$ cat src/rtl/tvm_pkg.sv
// Shared types, constants and command/status structs of the midpoint triangulator.
`default_nettype none

package tvm_pkg;

    localparam int CoefFrac   = 18;
    localparam int RayFrac    = 12;
    localparam int ScaleFrac  = 16;
    localparam int ProdFrac   = 28;

    localparam int SlotW      = 21;
    localparam int CfgW       = 3 * SlotW;
    localparam int PixW       = 16;
    localparam int PointW     = 32;
    localparam int CountW     = 16;
    localparam int RayW       = 30;
    localparam int AccW       = 64;
    localparam int OpW        = 32;
    localparam int NormBits   = 30;

    localparam int RayShift   = CoefFrac + 4 - RayFrac;
    localparam int EfShift    = CoefFrac - 12;
    localparam int PointShift = ProdFrac - ScaleFrac + 1;

    localparam int PixOne      = 16;
    localparam int CenterScale = 1 << (ProdFrac - CoefFrac);

    localparam int NumCfg     = 7;
    localparam int CfgIdxW    = 3;

    // scale divider: integer part limited to DivSatShift bits
    localparam int DivW        = 63;
    localparam int DivSatShift = PointW - 1 - ScaleFrac;
    localparam int DivSteps    = DivSatShift + ScaleFrac;
    localparam int DivCntW     = $clog2(DivSteps + 1);

    localparam logic [CfgIdxW-1:0] REG_RAY_ROW0     = 3'd0;
    localparam logic [CfgIdxW-1:0] REG_RAY_ROW1     = 3'd1;
    localparam logic [CfgIdxW-1:0] REG_RAY_ROW2     = 3'd2;
    localparam logic [CfgIdxW-1:0] REG_ROT_RAY_ROW0 = 3'd3;
    localparam logic [CfgIdxW-1:0] REG_ROT_RAY_ROW1 = 3'd4;
    localparam logic [CfgIdxW-1:0] REG_ROT_RAY_ROW2 = 3'd5;
    localparam logic [CfgIdxW-1:0] REG_CENTER       = 3'd6;

    localparam logic [CfgW-1:0] RstRow0 = CfgW'(1) << CoefFrac;
    localparam logic [CfgW-1:0] RstRow1 = CfgW'(1) << (CoefFrac + SlotW);
    localparam logic [CfgW-1:0] RstRow2 = CfgW'(1) << (CoefFrac + 2 * SlotW);

    typedef enum logic [1:0] {
        SEG_GEOM  = 2'd0,
        SEG_SOLVE = 2'd1,
        SEG_POINT = 2'd2
    } t_seg;

    // groups of the geometry segment: six ray components, then Gram terms and centre dot products
    localparam logic [3:0] GRP_GRAM_A = 4'd6;
    localparam logic [3:0] GRP_GRAM_B = 4'd7;
    localparam logic [3:0] GRP_GRAM_C = 4'd8;
    localparam logic [3:0] GRP_DOT_E  = 4'd9;
    localparam logic [3:0] GRP_DOT_F  = 4'd10;
    localparam logic [3:0] GRP_NUM1   = 4'd0;
    localparam logic [3:0] GRP_NUM2   = 4'd1;
    localparam logic [3:0] GRP_DET    = 4'd2;

    localparam logic [3:0] GeomLastGrp  = 4'd10;
    localparam logic [3:0] SolveLastGrp = 4'd2;
    localparam logic [3:0] PointLastGrp = 4'd2;
    localparam logic [1:0] GeomLastTerm  = 2'd2;
    localparam logic [1:0] SolveLastTerm = 2'd1;
    localparam logic [1:0] PointLastTerm = 2'd2;

    typedef struct packed {
        logic       load;
        logic       mac_en;
        logic       wr_en;
        t_seg       seg;
        logic [3:0] grp;
        logic [1:0] term;
        logic       norm_init;
        logic       norm_step;
        logic       neg;
        logic       chk;
        logic       div_start;
        logic       div_sel;
        logic       div_store;
        logic       out_load;
    } t_cmd;

    typedef struct packed {
        logic norm_over;
        logic skip;
        logic div_done;
        logic out_free;
    } t_sts;

endpackage

`default_nettype wire

$ cat src/rtl/tvm_ctrl.sv
// Sequencer of the triangulator: steps the shared MAC, normalisation and division.
`default_nettype none

module tvm_ctrl import tvm_pkg::*; (
    input  logic i_clk,
    input  logic i_rst_n,
    input  logic i_in_valid,
    output logic o_in_ready,
    input  t_sts i_sts,
    output t_cmd o_cmd
);

    typedef enum logic [10:0] {
        ST_IDLE  = 11'b000_0000_0001,
        ST_MAC   = 11'b000_0000_0010,
        ST_WAIT  = 11'b000_0000_0100,
        ST_WRITE = 11'b000_0000_1000,
        ST_NINIT = 11'b000_0001_0000,
        ST_NORM  = 11'b000_0010_0000,
        ST_NEG   = 11'b000_0100_0000,
        ST_DCHK  = 11'b000_1000_0000,
        ST_DGO   = 11'b001_0000_0000,
        ST_DRUN  = 11'b010_0000_0000,
        ST_OUT   = 11'b100_0000_0000
    } t_state;

    t_state     r_state, n_state;
    t_seg       r_seg,   n_seg;
    logic [3:0] r_grp,   n_grp;
    logic [1:0] r_term,  n_term;
    logic       r_sel,   n_sel;

    logic [3:0] last_grp;
    logic [1:0] last_term;

    always_comb begin
        case (r_seg)
            SEG_GEOM: begin
                last_grp  = GeomLastGrp;
                last_term = GeomLastTerm;
            end
            SEG_SOLVE: begin
                last_grp  = SolveLastGrp;
                last_term = SolveLastTerm;
            end
            default: begin
                last_grp  = PointLastGrp;
                last_term = PointLastTerm;
            end
        endcase
    end

    always_comb begin
        n_state = r_state;
        n_seg   = r_seg;
        n_grp   = r_grp;
        n_term  = r_term;
        n_sel   = r_sel;
        o_cmd      = '0;
        o_cmd.seg  = r_seg;
        o_cmd.grp  = r_grp;
        o_cmd.term = r_term;
        o_cmd.div_sel = r_sel;
        o_in_ready = 1'b0;
        case (r_state)
            ST_IDLE: begin
                o_in_ready = 1'b1;
                if (i_in_valid) begin
                    o_cmd.load = 1'b1;
                    n_seg   = SEG_GEOM;
                    n_grp   = '0;
                    n_term  = '0;
                    n_state = ST_MAC;
                end
            end
            ST_MAC: begin
                o_cmd.mac_en = 1'b1;
                if (r_term == last_term) begin
                    n_term  = '0;
                    n_state = ST_WAIT;
                end else begin
                    n_term = r_term + 1'b1;
                end
            end
            ST_WAIT: begin
                n_state = ST_WRITE;
            end
            ST_WRITE: begin
                o_cmd.wr_en = 1'b1;
                if (r_grp == last_grp) begin
                    case (r_seg)
                        SEG_GEOM:  n_state = ST_NINIT;
                        SEG_SOLVE: n_state = ST_NEG;
                        default:   n_state = ST_OUT;
                    endcase
                end else begin
                    n_grp   = r_grp + 1'b1;
                    n_state = ST_MAC;
                end
            end
            ST_NINIT: begin
                o_cmd.norm_init = 1'b1;
                n_state = ST_NORM;
            end
            ST_NORM: begin
                if (i_sts.norm_over) begin
                    o_cmd.norm_step = 1'b1;
                end else begin
                    n_seg   = SEG_SOLVE;
                    n_grp   = '0;
                    n_state = ST_MAC;
                end
            end
            ST_NEG: begin
                o_cmd.neg = 1'b1;
                n_state = ST_DCHK;
            end
            ST_DCHK: begin
                o_cmd.chk = 1'b1;
                if (i_sts.skip) begin
                    n_seg   = SEG_POINT;
                    n_grp   = '0;
                    n_state = ST_MAC;
                end else begin
                    n_sel   = 1'b0;
                    n_state = ST_DGO;
                end
            end
            ST_DGO: begin
                o_cmd.div_start = 1'b1;
                n_state = ST_DRUN;
            end
            ST_DRUN: begin
                if (i_sts.div_done) begin
                    o_cmd.div_store = 1'b1;
                    if (!r_sel) begin
                        n_sel   = 1'b1;
                        n_state = ST_DGO;
                    end else begin
                        n_seg   = SEG_POINT;
                        n_grp   = '0;
                        n_state = ST_MAC;
                    end
                end
            end
            ST_OUT: begin
                // hold until the output register is free
                if (i_sts.out_free) begin
                    o_cmd.out_load = 1'b1;
                    n_state = ST_IDLE;
                end
            end
            default: begin
                n_state = ST_IDLE;
            end
        endcase
    end

    always_ff @(posedge i_clk) begin
        if (!i_rst_n) begin
            r_state <= ST_IDLE;
            r_seg   <= SEG_GEOM;
            r_grp   <= '0;
            r_term  <= '0;
            r_sel   <= 1'b0;
        end else begin
            r_state <= n_state;
            r_seg   <= n_seg;
            r_grp   <= n_grp;
            r_term  <= n_term;
            r_sel   <= n_sel;
        end
    end

endmodule

`default_nettype wire

$ cat config.mk
export PLATFORM = sky130hd
export DESIGN_NAME = tvm_ctrl
export DESIGN_NICKNAME = d
export VERILOG_FILES = /design/src/rtl/tvm_pkg.sv /design/src/rtl/tvm_ctrl.sv
export SDC_FILE = /design/constraint.sdc
export NUM_CORES = 1
export LEC_CHECK = 0
export ABC_AREA = 1
export BUFFER_PORTS_ARGS = -buffer_cell sky130_fd_sc_hd__buf_2
export CAP_MARGIN = 20
export CORE_UTILIZATION = 30
export CTS_BUF_LIST = sky130_fd_sc_hd__clkbuf_4 sky130_fd_sc_hd__clkbuf_8 sky130_fd_sc_hd__clkbuf_16
export DETAILED_ROUTE_END_ITERATION = 10
export PLACE_DENSITY_LB_ADDON = 0.12
export SYNTH_ARGS = -nofsm -noshare
export SYNTH_HDL_FRONTEND = slang
export SYNTH_SLANG_ARGS = --single-unit
$ cat constraint.sdc
create_clock -name i_clk -period 1.5 [get_ports i_clk]
set_input_delay 0.15 -clock i_clk [delete_from_list [all_inputs] [get_ports i_clk]]
set_output_delay 0.15 -clock i_clk [all_outputs]
set_load 0.005 [all_outputs]
# Yosys cells after proc, flatten, opt, wreduce, memory -nomap -nowiden
# Cells that the tools add are included.
[totals]
register_bits = 20
latch_bits = 0
ram_bits = 0
romBits = 0
input_bits = 7
output_inout_bits = 20
word_cells = 85
mem_count = 0
[op_classes]
addsub = 2
multipliers = 0
div_mod_pow = 0
order_cmp = 0
n_eq_ne = 23
shift = 0
muxes = 45
bitwise = 0
n_reduce_logical = 10
[op_table]
columns = ["cell", "count"]
rows = [
  ["$pmux W11 S11", 1],
  ["$mux W11", 6],
  ["$mux W4", 7],
  ["$pmux W11 S2", 1],
  ["$pmux W4 S5", 1],
  ["$mux W9", 2],
  ["$ne A2 B2 Y1 const B", 9],
  ["$mux W1", 17],
  ["$mux W2", 7],
  ["$eq A11 B1 Y1 const B", 1],
  ["$eq A11 B10 Y1 const B", 1],
  ["$eq A11 B11 Y1 const B", 1],
  ["$eq A11 B2 Y1 const B", 1],
  ["$eq A11 B3 Y1 const B", 1],
  ["$eq A11 B4 Y1 const B", 1],
  ["$eq A11 B5 Y1 const B", 1],
  ["$eq A11 B6 Y1 const B", 1],
  ["$eq A11 B7 Y1 const B", 1],
  ["$eq A11 B8 Y1 const B", 1],
  ["$eq A11 B9 Y1 const B", 1],
  ["$pmux W2 S4", 1],
  ["$reduce_and A7 Y1", 1],
  ["$reduce_and A6 Y1", 1],
  ["$reduce_and A5 Y1", 1],
  ["13 further kinds", 14],
]

# Depth between registers and ports, before layout
[logic_depth]
ltp_word = 5
mapped_depth = 11

# Worst setup path after synthesis
# Ideal clock, no wire load.
[synth_timing]
kind = "register -> register"
startpoint = "register r_grp[1]"
endpoint = "register r_grp[2]"
setup_ns = 0.115
t_arrival_ns = 1.232
path_slack_ns = 0.153
path_stages_with_launch = 9
synth_period_minus_slack_ns = 1.347
path_cell_list = "dfxtp_1 ha_1 nand2_1 nor2_1 nor2_1 nor2_1 nand2_4 a21oi_1 nor2_1"
[synth_between]
elab_chain_len = 3
elab_cells_between_ends = 6
[synth_lines]
columns = ["element", "line", "source"]
rows = [
  ["start, declared", "tvm_ctrl.sv:29", "logic [3:0] r_grp, n_grp;"],
  ["start signal, assigned", "tvm_ctrl.sv:169", "r_grp <= n_grp;"],
  ["$add A4 B1 Y4 or $eq A4 B4 Y1 (tied branches)", "tvm_ctrl.sv:97, tvm_ctrl.sv:90", ""],
  ["$mux W4 or $ne A2 B2 Y1 (tied branches)", "n/a", ""],
  ["$pmux W4 S5 or $reduce_and A7 Y1 (tied branches)", "n/a", ""],
]
# Parallel ways exist; a longest one is shown, timed or not. The select of a mux whose other input is x is not followed.
# A chain may end at the register's enable or synchronous reset.

==> results.sh <==
export IMPL_drive_gt1_frac=0.462
export IMPL_io_pins=27
export IMPL_synth_seq_cells=20
export IMPL_cp_num_cells=8
export IMPL_max_stage_delay_ns=0.33
export IMPL_synth_top_family_by_area="simple AND/OR/NAND/NOR gates"
export IMPL_report_final_hold_viol_count=0
export IMPL_diodes=0
export IMPL_path_buf_inv=4
export IMPL_nFillCells=487
export IMPL_cp_max_fo=3
export IMPL_crit_arrival_ns=1.40
export IMPL_grt_max_degree=17
export IMPL_rr_worst_depth=13
export IMPL_preCtsSetupSlack_ns=-0.0689
export IMPL_min_period_ns=1.55
export IMPL_internal_power_mw=1.72
export IMPL_synth_top_area_cell="dfxtp_1"
export IMPL_synthTopCellsByArea="dfxtp_1 (28%), nand2_1 (11%), inv_1 (11%)"
export IMPL_leakagePower_nw=1.15
export IMPL_path_class="register to primary output"
export IMPL_timing_final_crit_share=1.04
export IMPL_multi_input_area_um2=978
export IMPL_fmax_mhz=643
export IMPL_clock_path_buffers=2
export IMPL_timing_critical_path_from="r_state[9]"
export IMPL_setup_ws_ns=-0.0550
export IMPL_fin_cells=327
export IMPL_worst_slew_pin_slew_ns=0.331
export IMPL_synth_xor_area_frac=0.0124
export IMPL_syn_inst=219
export IMPL_rsz0062_at_grt="yes"
export IMPL_synth_compound_area_frac=0.0568
export IMPL_start_util=0.317
export IMPL_rows=24
export IMPL_syn_to_final_growth_pct=46.1
export IMPL_cts_root_buf="clkbuf_8"
export IMPL_status="complete, but fails checks"
export IMPL_path_clk_slew_ns=0.08
export IMPL_seqCellArea_um2=413
export IMPL_synthSimpleGateAreaFrac=0.500
export IMPL_grt_usage=0.164
export IMPL_synth_distinct_cells=25
export IMPL_syn_area_mm2=0.00141
export IMPL_skew_ns=0.00506
export IMPL_crit_path_top_delay_cell="dfxtp_2"
export IMPL_die_x_um=70.6
export IMPL_core_area_mm2=0.00444
export IMPL_avgViaCountPerCell=4.49
export IMPL_grt_overflow=0
export IMPL_min_path_cells=3
export IMPL_pwr_share_clk=0.133
export IMPL_cts_tree="yes"
export IMPL_die_h_um=70.6
export IMPL_clock_sinks=20
export IMPL_die_area_mm2=0.00498
export IMPL_postRouteAntennaNets=0
export IMPL_synthAdderAreaFrac=0.0177
export IMPL_drt_wl_total_mm=3.85
export IMPL_p_seq_frac=0.228
export IMPL_grt_pass1_vias=1434
export IMPL_worstSetupStartpointType="register"
export IMPL_gp_congestion=0.801
export IMPL_wl_per_cell_um=11.8
export IMPL_detail_route_first_pass_iterations=7
export IMPL_drtIter0Drc=46
export IMPL_combPwrFrac=0.639
export IMPL_min_path_type="input pin to register"
export IMPL_worstPathCellList="buf_6 > nor2_4 > nand2_4 > nor2_4 > buf_6 > nand2_4 > inv_2 > buf_2"
export IMPL_muxShareOfSynthArea=0
export IMPL_p_sw_frac=0.460
export IMPL_final_core_util=0.463
export IMPL_grt_pass1_wl_mm=6.50
export IMPL_seq_area_frac_synth=0.284
export IMPL_critPathCaptureType="primary output"
export IMPL_cts_max_level=1
export IMPL_insertion_delay_ns=0.26
export IMPL_maxSlewViolCount=0
export IMPL_route_detailed_drc=2
export IMPL_rr_startpoint="r_state[9]"
export IMPL_p_sw_mw=1.47
export IMPL_cp_data_required_time_ns=1.35
export IMPL_syn_nets=228
export IMPL_hpwl_mm=3.00
export IMPL_cp_top_family="buffers and inverters"
export IMPL_relSlewSlack=0.779
export IMPL_pwr_density_cell_mw_per_mm2=1550
export IMPL_ys_warnings_count=0
export IMPL_failed_checks="DRC, setup timing"
export IMPL_place_area_mm2=0.00173
export IMPL_cts_hold_buf=0
export IMPL_peakVddDrop_uv=676
export IMPL_fin_nets=285
export IMPL_cap_violations=0
export IMPL_antenna_found_initial=0
export IMPL_dp_cells=314
export IMPL_syn_area_per_cell_um2=6.44
export IMPL_hp_start="i_rst_n"
export IMPL_place_port_buffers=26
export IMPL_setup_violations=10
export IMPL_numCtsBuffers=3
export IMPL_final_area_mm2=0.00206
export IMPL_num_vias=1468
export IMPL_synth_top_cell_area_share=0.284
-- layout by cell type, fill, tap and decap left out, types with 2 or more instances in the layout --
master / instances
a21oi_2: 2
nor3_1: 6
or2_2: 2
nand2_1: 35
inv_1: 36
nor2_1: 19
nand3b_1: 3
dfxtp_1: 12
dfxtp_2: 7
xor2_1: 2
nor2_2: 9
nand3_4: 3
nor2_4: 11
buf_4: 22
nand3_1: 18
inv_4: 3
clkbuf_8: 4
inv_2: 5
nand3_2: 3
o21ai_2: 2
ha_1: 2
buf_6: 8
nand4_1: 5
a21oi_1: 6
buf_2: 24
nand2_2: 9
nand2_4: 11
o21ai_1: 2
-- area by class of cell --
| class | count | share of cell area |
|---|---|---|
| Timing Repair Buffer | 54 | 0.182 |
| Sequential cell | 20 | 0.200 |
| Multi-Input combinational cell | 153 | 0.475 |
| Tap cell | 52 | 0.0316 |
| Inverter | 44 | 0.0838 |
| Clock buffer | 4 | 0.0267 |
-- stage by stage --
step / TNS (ns) / total power, mW / hold slack (ns)
floorplan: 0 / 1.86 / 0.288
global placement: -0.842 / 2.38 / 0.520
detailed placement: -0.535 / 2.38 / 0.521
CTS: -0.410 / 2.95 / 0.273
global route: -2.31 / 3.46 / 0.282
finish: -0.410 / 3.19 / 0.282
-- flip-flops by register name, indices dropped and copies added, names as in the netlist --
name and count:
r_grp 4, r_seg 2, r_sel 1, r_state 11
r_term 2
-- power groups by stage --
stage | sequential, mW | clock [mW] | combinational [mW]
floorplan | 0.737 | 0 | 1.12
global placement | 0.723 | 0 | 1.66
detailed placement | 0.723 | 0 | 1.65
CTS | 0.721 | 0.441 | 1.79
global route | 0.742 | 0.464 | 2.25
finish | 0.727 | 0.425 | 2.04
-- repair_timing --
| action | in CTS | in global routing |
|---|---|---|
| setup buffers | 5 | 4 |
| cloned | 0 | 0 |
| endpoints found under the setup margin | 27 | 28 |
| resized for setup | 26 | 35 |
| pin swaps | 11 | 16 |
-- tightest hold or removal path: stages --
cell and delay [ns]:
buf_2 0.21, nand2_1 0.11, nor2_1 0.03
-- cells by family (layout without fill, tap and decap cells) --
kind of cell	count (synthesis)	count (layout)
xor+xnor	2	2
simple gates	135	135
fa+ha+maj	2	2
compound gates	14	14
buf+inv	46	102
flops	20	20
-- per-layer routing --
metal,GRT usage,wire [µm],up-vias
met2,0.299,1950,19
met4,0.0200,15,0
met1,0.205,1780,658
met3,0.0342,95,2
li1,-,-,789
met5,0,0,-
-- cell usage after synthesis (all sizes together) --
cell type	number
a21oi	8
buf	2
dfxtp	20
ha	2
inv	44
nand2	55
nand3	24
nand3b	3
nand4	5
nor2	39
nor3	7
o21ai	5
o21bai	1
or2	2
xor2	2
-- worst paths after layout --
path	endpoint	slack [ns]
worst min register to register	r_state[6]	0.52
worst max-delay path	o_cmd[7]	-0.05
worst max register to register	r_seg[0]	-0.05
worst min-delay path	r_seg[1]	0.28
No activity file was read; power rests on OpenSTA's default activity.
